--- src/hpd_pkg.sv ---
// hpd_pkg: shared types, constants and helper functions of the half-precision divider
// no dependencies
`default_nettype none
package hpd_pkg;

    localparam int QuoBits = 26;   // 24 quotient bits plus guard and one extra

    // one stage of the divider chain
    typedef struct packed {
        logic        valid;
        logic        sign;
        logic [8:0]  exp;      // biased single exponent before normalization
        logic        zdiv;     // divisor zero
        logic        nan;      // zero over zero
        logic        zero;     // zero dividend
        logic [24:0] rem;      // partial remainder
        logic [23:0] dsr;      // divisor significand
        logic [QuoBits-1:0] quo;
    } t_stage;

    // widen a half pattern to a single pattern
    function automatic logic [31:0] widen_half(input logic [15:0] h);
        logic [4:0]  e;
        logic [9:0]  m;
        logic [7:0]  v;
        logic [9:0]  sm;
        logic        found;
        begin
            e = h[14:10];
            m = h[9:0];
            v = 8'd0;
            sm = 10'd0;
            found = 1'b0;
            if (e != 5'd0) begin
                widen_half = {h[15], 8'(e) + 8'd112, m, 13'd0};
            end else if (m == 10'd0) begin
                widen_half = {h[15], 31'd0};
            end else begin
                // leading one search over ten bits
                for (int i = 9; i >= 0; i--) begin
                    if (!found && m[i]) begin
                        found = 1'b1;
                        v = 8'(i) + 8'd103;
                        sm = 10'(m << (10 - i));
                    end
                end
                widen_half = {h[15], v, sm, 13'd0};
            end
        end
    endfunction

    // narrow a single pattern to a half pattern
    function automatic logic [15:0] narrow_single(input logic [31:0] x);
        logic [31:0] b;
        logic [7:0]  e;
        logic [22:0] m;
        logic [15:0] r;
        logic [23:0] t;
        begin
            b = x + 32'h0000_1000;
            e = b[30:23];
            m = b[22:0];
            r = {b[31], 15'd0};
            if (e > 8'd112)
                r = r | {1'b0, 5'(e - 8'd112), m[22:13]};
            if (e < 8'd113 && e > 8'd101) begin
                t = (24'h7FF000 + 24'(m)) >> (8'd125 - e);
                r = r | 16'((t + 24'd1) >> 1);
            end
            if (e > 8'd143)
                r = r | 16'h7FFF;
            narrow_single = r;
        end
    endfunction

endpackage
`default_nettype wire

--- src/half_precision_divider_core.sv ---
// half_precision_divider_core: top level, operand unpack, cell chain, round and narrow
// depends on hpd_pkg and hpd_cell
// stages from input accept to output valid: unpack, 26 cells, round
// throughput: one division per cycle; the whole chain advances while the output is free
// the chain stalls as a unit when the output register is full and not taken
// reset: synchronous active low, clears all valid bits; payload is not reset
`default_nettype none
module half_precision_divider_core
    import hpd_pkg::*;
(
    input  wire logic        i_clk,
    input  wire logic        i_rst_n,
    input  wire logic        i_valid,
    output logic             o_ready,
    input  wire logic [15:0] i_dividend,
    input  wire logic [15:0] i_divisor,
    output logic             o_valid,
    input  wire logic        i_ready,
    output logic [15:0]      o_quotient
);
    t_stage      r_head;
    t_stage      n_head;
    t_stage      chain [QuoBits+1];
    logic        adv;
    logic [31:0] wa;
    logic [31:0] wb;
    logic        r_valid;
    logic [15:0] r_quot;
    logic [15:0] n_quot;
    t_stage      tl;
    logic [8:0]  ex;
    logic [22:0] fr;
    logic        rb;
    logic        st;
    logic [23:0] mant;
    logic [8:0]  ef;
    logic [31:0] sres;

    assign adv     = !r_valid || i_ready;
    assign o_ready = adv;

    // widen operands and set up the first remainder
    always_comb begin
        wa = widen_half(i_dividend);
        wb = widen_half(i_divisor);
        n_head.valid = i_valid;
        n_head.sign  = wa[31] ^ wb[31];
        n_head.exp   = 9'(wa[30:23]) - 9'(wb[30:23]) + 9'd127;
        n_head.zdiv  = wb[30:0] == 31'd0;
        n_head.zero  = wa[30:0] == 31'd0;
        n_head.nan   = n_head.zdiv && n_head.zero;
        n_head.rem   = {1'b0, |wa[30:0], wa[22:0]};
        n_head.dsr   = {|wb[30:0], wb[22:0]};
        n_head.quo   = '0;
    end

    always_ff @(posedge i_clk) begin
        if (!i_rst_n) begin
            r_head.valid <= 1'b0;
        end else if (adv) begin
            r_head <= n_head;
        end
    end

    assign chain[0] = r_head;

    // row of division cells
    for (genvar g = 0; g < QuoBits; g++) begin : g_cell
        hpd_cell u_cell (
            .i_clk   (i_clk),
            .i_rst_n (i_rst_n),
            .i_en    (adv),
            .i_stage (chain[g]),
            .o_stage (chain[g+1])
        );
    end

    // normalize, round to nearest even, narrow
    always_comb begin
        tl = chain[QuoBits];
        if (tl.quo[QuoBits-1]) begin
            mant = tl.quo[25:2];
            rb   = tl.quo[1];
            st   = tl.quo[0] || (tl.rem != 25'd0);
            ex   = tl.exp;
        end else begin
            mant = tl.quo[24:1];
            rb   = tl.quo[0];
            st   = tl.rem != 25'd0;
            ex   = tl.exp - 9'd1;
        end
        fr = mant[22:0];
        ef = ex;
        if (rb && (st || mant[0])) begin
            if (fr == 23'h7FFFFF) begin
                fr = 23'd0;
                ef = ex + 9'd1;
            end else begin
                fr = fr + 23'd1;
            end
        end
        if (tl.nan)
            sres = 32'hFFC0_0000;
        else if (tl.zdiv)
            sres = {tl.sign, 31'h7F80_0000};
        else if (tl.zero)
            sres = {tl.sign, 31'd0};
        else
            sres = {tl.sign, ef[7:0], fr};
        n_quot = narrow_single(sres);
    end

    // output register
    always_ff @(posedge i_clk) begin
        if (!i_rst_n) begin
            r_valid <= 1'b0;
        end else if (adv) begin
            r_valid <= tl.valid;
        end
        if (adv)
            r_quot <= n_quot;
    end

    assign o_valid    = r_valid;
    assign o_quotient = r_quot;

`ifndef SYNTH
    a_stall_hold: assert property (@(posedge i_clk) disable iff (!i_rst_n)
        o_valid && !i_ready |=> o_valid && $stable(o_quotient))
        else $error("output word changed while stalled");
    a_ready_free: assert property (@(posedge i_clk) disable iff (!i_rst_n)
        !o_valid |-> o_ready)
        else $error("ready low with empty output");
    a_nan_out: assert property (@(posedge i_clk) disable iff (!i_rst_n)
        adv && tl.valid && tl.nan |=> o_quotient == 16'hFFFF)
        else $error("zero over zero did not give all ones");
`endif
endmodule
`default_nettype wire

--- src/hpd_cell.sv ---
// hpd_cell: one restoring division step of the divider chain
// depends on hpd_pkg
`default_nettype none
module hpd_cell
    import hpd_pkg::*;
(
    input  wire logic   i_clk,
    input  wire logic   i_rst_n,
    input  wire logic   i_en,
    input  wire t_stage i_stage,
    output t_stage      o_stage
);
    t_stage     r_stage;
    t_stage     n_stage;
    logic [25:0] diff;

    // subtract the divisor and shift one quotient bit in
    always_comb begin
        n_stage = i_stage;
        diff = {1'b0, i_stage.rem} - {2'b0, i_stage.dsr};
        if (!diff[25]) begin
            n_stage.quo = {i_stage.quo[QuoBits-2:0], 1'b1};
            n_stage.rem = {diff[23:0], 1'b0};
        end else begin
            n_stage.quo = {i_stage.quo[QuoBits-2:0], 1'b0};
            n_stage.rem = {i_stage.rem[23:0], 1'b0};
        end
    end

    always_ff @(posedge i_clk) begin
        if (!i_rst_n) begin
            r_stage.valid <= 1'b0;
        end else if (i_en) begin
            r_stage <= n_stage;
        end
    end

    assign o_stage = r_stage;
endmodule
`default_nettype wire
--- config.mk ---
export PLATFORM = sky130hd
export DESIGN_NAME = half_precision_divider_core
export DESIGN_NICKNAME = d
export VERILOG_FILES = /design/src/hpd_pkg.sv /design/src/half_precision_divider_core.sv /design/src/hpd_cell.sv
export SDC_FILE = /design/constraint.sdc
export NUM_CORES = 2
export LEC_CHECK = 0
export ABC_AREA = 1
export BUFFER_PORTS_ARGS = -buffer_cell sky130_fd_sc_hd__buf_2
export CAP_MARGIN = 10
export CORE_ASPECT_RATIO = 0.6
export CORE_MARGIN = 2
export CORE_UTILIZATION = 48
export CTS_BUF_LIST = sky130_fd_sc_hd__clkbuf_8
export CTS_CLUSTER_SIZE = 24
export DETAILED_ROUTE_END_ITERATION = 10
export GPL_ROUTABILITY_DRIVEN = 0
export GPL_TIMING_DRIVEN = 0
export PLACE_DENSITY_LB_ADDON = 0.3
export SETUP_SLACK_MARGIN = 0.3
export SLEW_MARGIN = 5
export SYNTH_ARGS = -nofsm -noshare
export SYNTH_HDL_FRONTEND = slang
export SYNTH_SLANG_ARGS = --single-unit
export TNS_END_PERCENT = 30
--- constraint.sdc ---
create_clock -name i_clk -period 95.8 [get_ports i_clk]
set_input_delay 4.79 -clock i_clk [delete_from_list [all_inputs] [get_ports i_clk]]
set_output_delay 4.79 -clock i_clk [all_outputs]
set_load 0.02 [all_outputs]
==> summary.txt <==
Run status
  • Status: finished, final reports clean

Setup path
  • Type of origin of the critical path: input pin
  • Reg2reg path depth: 46
  • Worst path slowest cell: clkbuf_2
  • Most used cell along the critical path: buf_2
  • Crit end category: output port
  • Top delay family on crit path: buffers and inverters
  • Crit path largest cell delay: 400 ps
  • Critical Path AT: 5890 ps
  • Required time worst endpoint: 91010 ps
  • Critical R2R Launch: g_cell[25].u_cell.o_stage[25]
  • Crit-path max FO: 26
  • CP Cell Sequence: buf_2 > nor2_1 > inv_2 > clkbuf_2 > buf_2
  • R2r endpoint: o_quotient[11]
  • Reg2reg setup slack: 87770 ps
  • Worst Path Buf+Inv: 4
  • CP Class: in -> out

STA
  • Slew at the pin closest to its max-slew limit: 938 ps
  • Final Slew Violations: 0
  • Achievable Freq: 93.6 MHz
  • Unrepaired setup endpoints after global routing: no
  • Clock Skew: 42.8 ps
  • Crit share post-route: 11.2%
  • Post-route setup TNS: 0 ps
  • Hold_ws: 394 ps
  • Setup violators final: 0
  • Relative max-transition margin: 37.3%
  • Final Hold Fails: 0
  • Fin crit period: 10680 ps

Global routing
  • GRT met1 Usage: 25.6%
  • Largest net degree at the start of global routing: 36
  • Overflow after GRT: 0
  • Vias in the first global route: 33569
  • GR peak layer: met1
  • Met2 usage in global routing: 23.3%
  • First-pass GRT wire length: 171000 um
  • Met3 GRT Util: 3.64%
  • Initial antenna violation count: 1
  • GRT Total Usage: 16.7%

Logic synthesis
  • Largest cells by area after synthesis: edfxtp_1 65%, ha_1 6.0%, a21oi_1 4.0%, inv_1 3.8%, nand2_1 3.7%
  • Async S/R FF share, synth: 0%
  • Post-synth design cell area: 58800 um^2
  • Synth Instances: 4920
  • Sequential-to-total area share from yosys stat: 66.0%
  • Netlist cell types: 60
  • Post-synth EDFFs: 1274
  • Syn_area_per_cell: 12.0 um^2
  • Biggest area consumer among synthesized cells: edfxtp_1
  • Share of the synthesized area in the top cell type: 65.0%
  • Synthesized netlist net count: 5263
  • Top FF cell, synth: edfxtp_1
  • Count of state elements after synthesis: 1302
  • Synth warnings: 0

Clocking
  • CTS Buffer Depth: 3
  • Clock insertion delay at the later pin of the skew report: 890 ps
  • Root Buffer Master: clkbuf_8
  • CTS-repair resized insts: 0
  • # clock sinks: 1302
  • # hold bufs at CTS: 0
  • CTS tree: built
  • H-tree depth: 4
  • Total CTS buffers: 179
  • Post-CTS setup buffers: 0
  • Clock transition at the registers of the reported paths: 90 ps

Worst hold path
  • Hold depth: 0
  • Hold Crit Endpoint: g_cell[25].u_cell.o_stage[12]
  • Hold Path Class: reg -> reg
  • Origin of the worst min-delay path: g_cell[24].u_cell.o_stage[11]

Routing
  • Antenna viol nets, final: 0
  • Vias/cell: 5.11
  • DR iter-0 viols: 3267
  • Total wire length: 104000 um
  • WL/cell: 14.9 um
  • DRC viols: 0
  • Total number of vias: 35536
  • Drt pass-1 iters: 8

Placement
  • Post-place instance area: 62000 um^2
  • Detail Placement HPWL: 74100 um
  • Port bufs: 48

Pwr
  • Power consumption: 1.67 mW
  • VDD IR max: 0.0145 mV
  • Leak: 26.4 nW
  • Pwr per Cell Area: 25.6 nW/um^2

Finish
  • Layout cell share with drive strength beyond 1: 8.31%
  • Nets: 5534
  • Post-route cell area: 65300 um^2
  • Layout area overhead: 10.9%

Floorplan
  • I/O Pins: 54
  • Row count: 99
  • Starting density of the core: 48.4%
  • Die area: 126000 um^2
  • Die X-Extent: 456 um
  • Die Span Y: 275 um
  • Core Area: 122000 um^2

Run
  • Max-cap viol count: 0
==> cell usage in the layout (no fill, tap or decap), types with 34 or more instances in the layout <==
master	n
xnor2_1	81
clkbuf_1	73
o21ai_0	140
buf_12	34
nor2_1	556
buf_2	58
a21oi_1	470
nand2_1	578
nand4_1	49
inv_1	667
nand3_1	297
clkinv_1	40
ha_1	280
xor2_1	164
clkbuf_8	185
edfxtp_1	1274
==> where the power goes <==
part           internal, mW  leakage (nW)  total, mW  switching (mW)
Clock                 0.186          1.90      0.391           0.205
Combinational         0.190          11.9      0.476           0.286
Sequential            0.759          12.6      0.802          0.0434
==> kinds of logic (layout without fill, tap and decap cells) <==
logic type / count (synthesis) / after routing / share of synthesized area (%)
xor gates and xnor gates: 247 / 247 / 3.70
buffers and inverters: 719 / 1131 / 4.74
and+or+nand+nor: 1602 / 1602 / 11.8
adders and majority gates: 307 / 307 / 6.87
other: 0 / 1 / 0
AOI/OAI and AO/OA: 735 / 735 / 6.73
DFF: 1302 / 1302 / 66.0
muxes: 8 / 8 / 0.153
==> metal layers <==
| metal | part of all wire, % | vias up |
|---|---|---|
| met3 | 7.0 | 184 |
| met1 | 50 | 16598 |
| met4 | 2.6 | 0 |
| li1 | - | 17706 |
| met5 | 0 | - |
| met2 | 40 | 1048 |
==> flip-flops by register name, summed over array words and instances (netlist names) <==
register               flops
o_valid                    1
g_cell.u_cell.o_stage   1250
chain                     35
o_quotient                16
==> stage by stage <==
stage                     std cells  setup slack, ps  util [%]
after global routing           6949            84980      53.7
after global placement         6584            16800      50.2
after CTS                      6948            84620      53.6
final                          6949            85120      53.7
after floorplan                4920            35550         -
after detailed placement       6626            84620      51.0
==> Yosys cell counts, drive strengths merged, types with 10 or more instances <==
master and number:
and2 11, o22ai 10, a211oi 16, fa 27
buf 28, xnor2 81, o211ai 13, inv 612
nand3b 12, clkbuf 73, a21o 16, a21oi 471
nand2 597, or2 23, nor3 11, o21ai 158
nand3 303, edfxtp 1274, nand4 50, dfxtp 28
o21bai 25, xor2 166, ha 280, nor2 586
==> final cells by class <==
class	instances	area (um^2)
antenna	1	2.50
buffer	101	468
clock buffer	185	2550
clock inverter	137	693
fill	10058	56400
inverter	618	2320
multi-input combinational	2899	17300
sequential	1302	38800
tap	1616	2020
timing repair buffer	90	1140
==> worst max-delay path by stage <==
| stage | endpoint | from | slack, ps | depth (start not counted) |
|---|---|---|---|---|
| after global routing | o_ready | i_ready | 84980 | 5 |
| after global placement | g_cell[3].u_cell.o_stage[3] | i_rst_n | 16800 | 4 |
| after CTS | o_ready | i_ready | 84620 | 5 |
| final | o_ready | i_ready | 85120 | 5 |
| after detailed placement | o_ready | i_ready | 84620 | 5 |
| after floorplan | chain[2353] | i_rst_n | 35550 | 4 |
No activity file was read; power rests on OpenSTA's default activity.
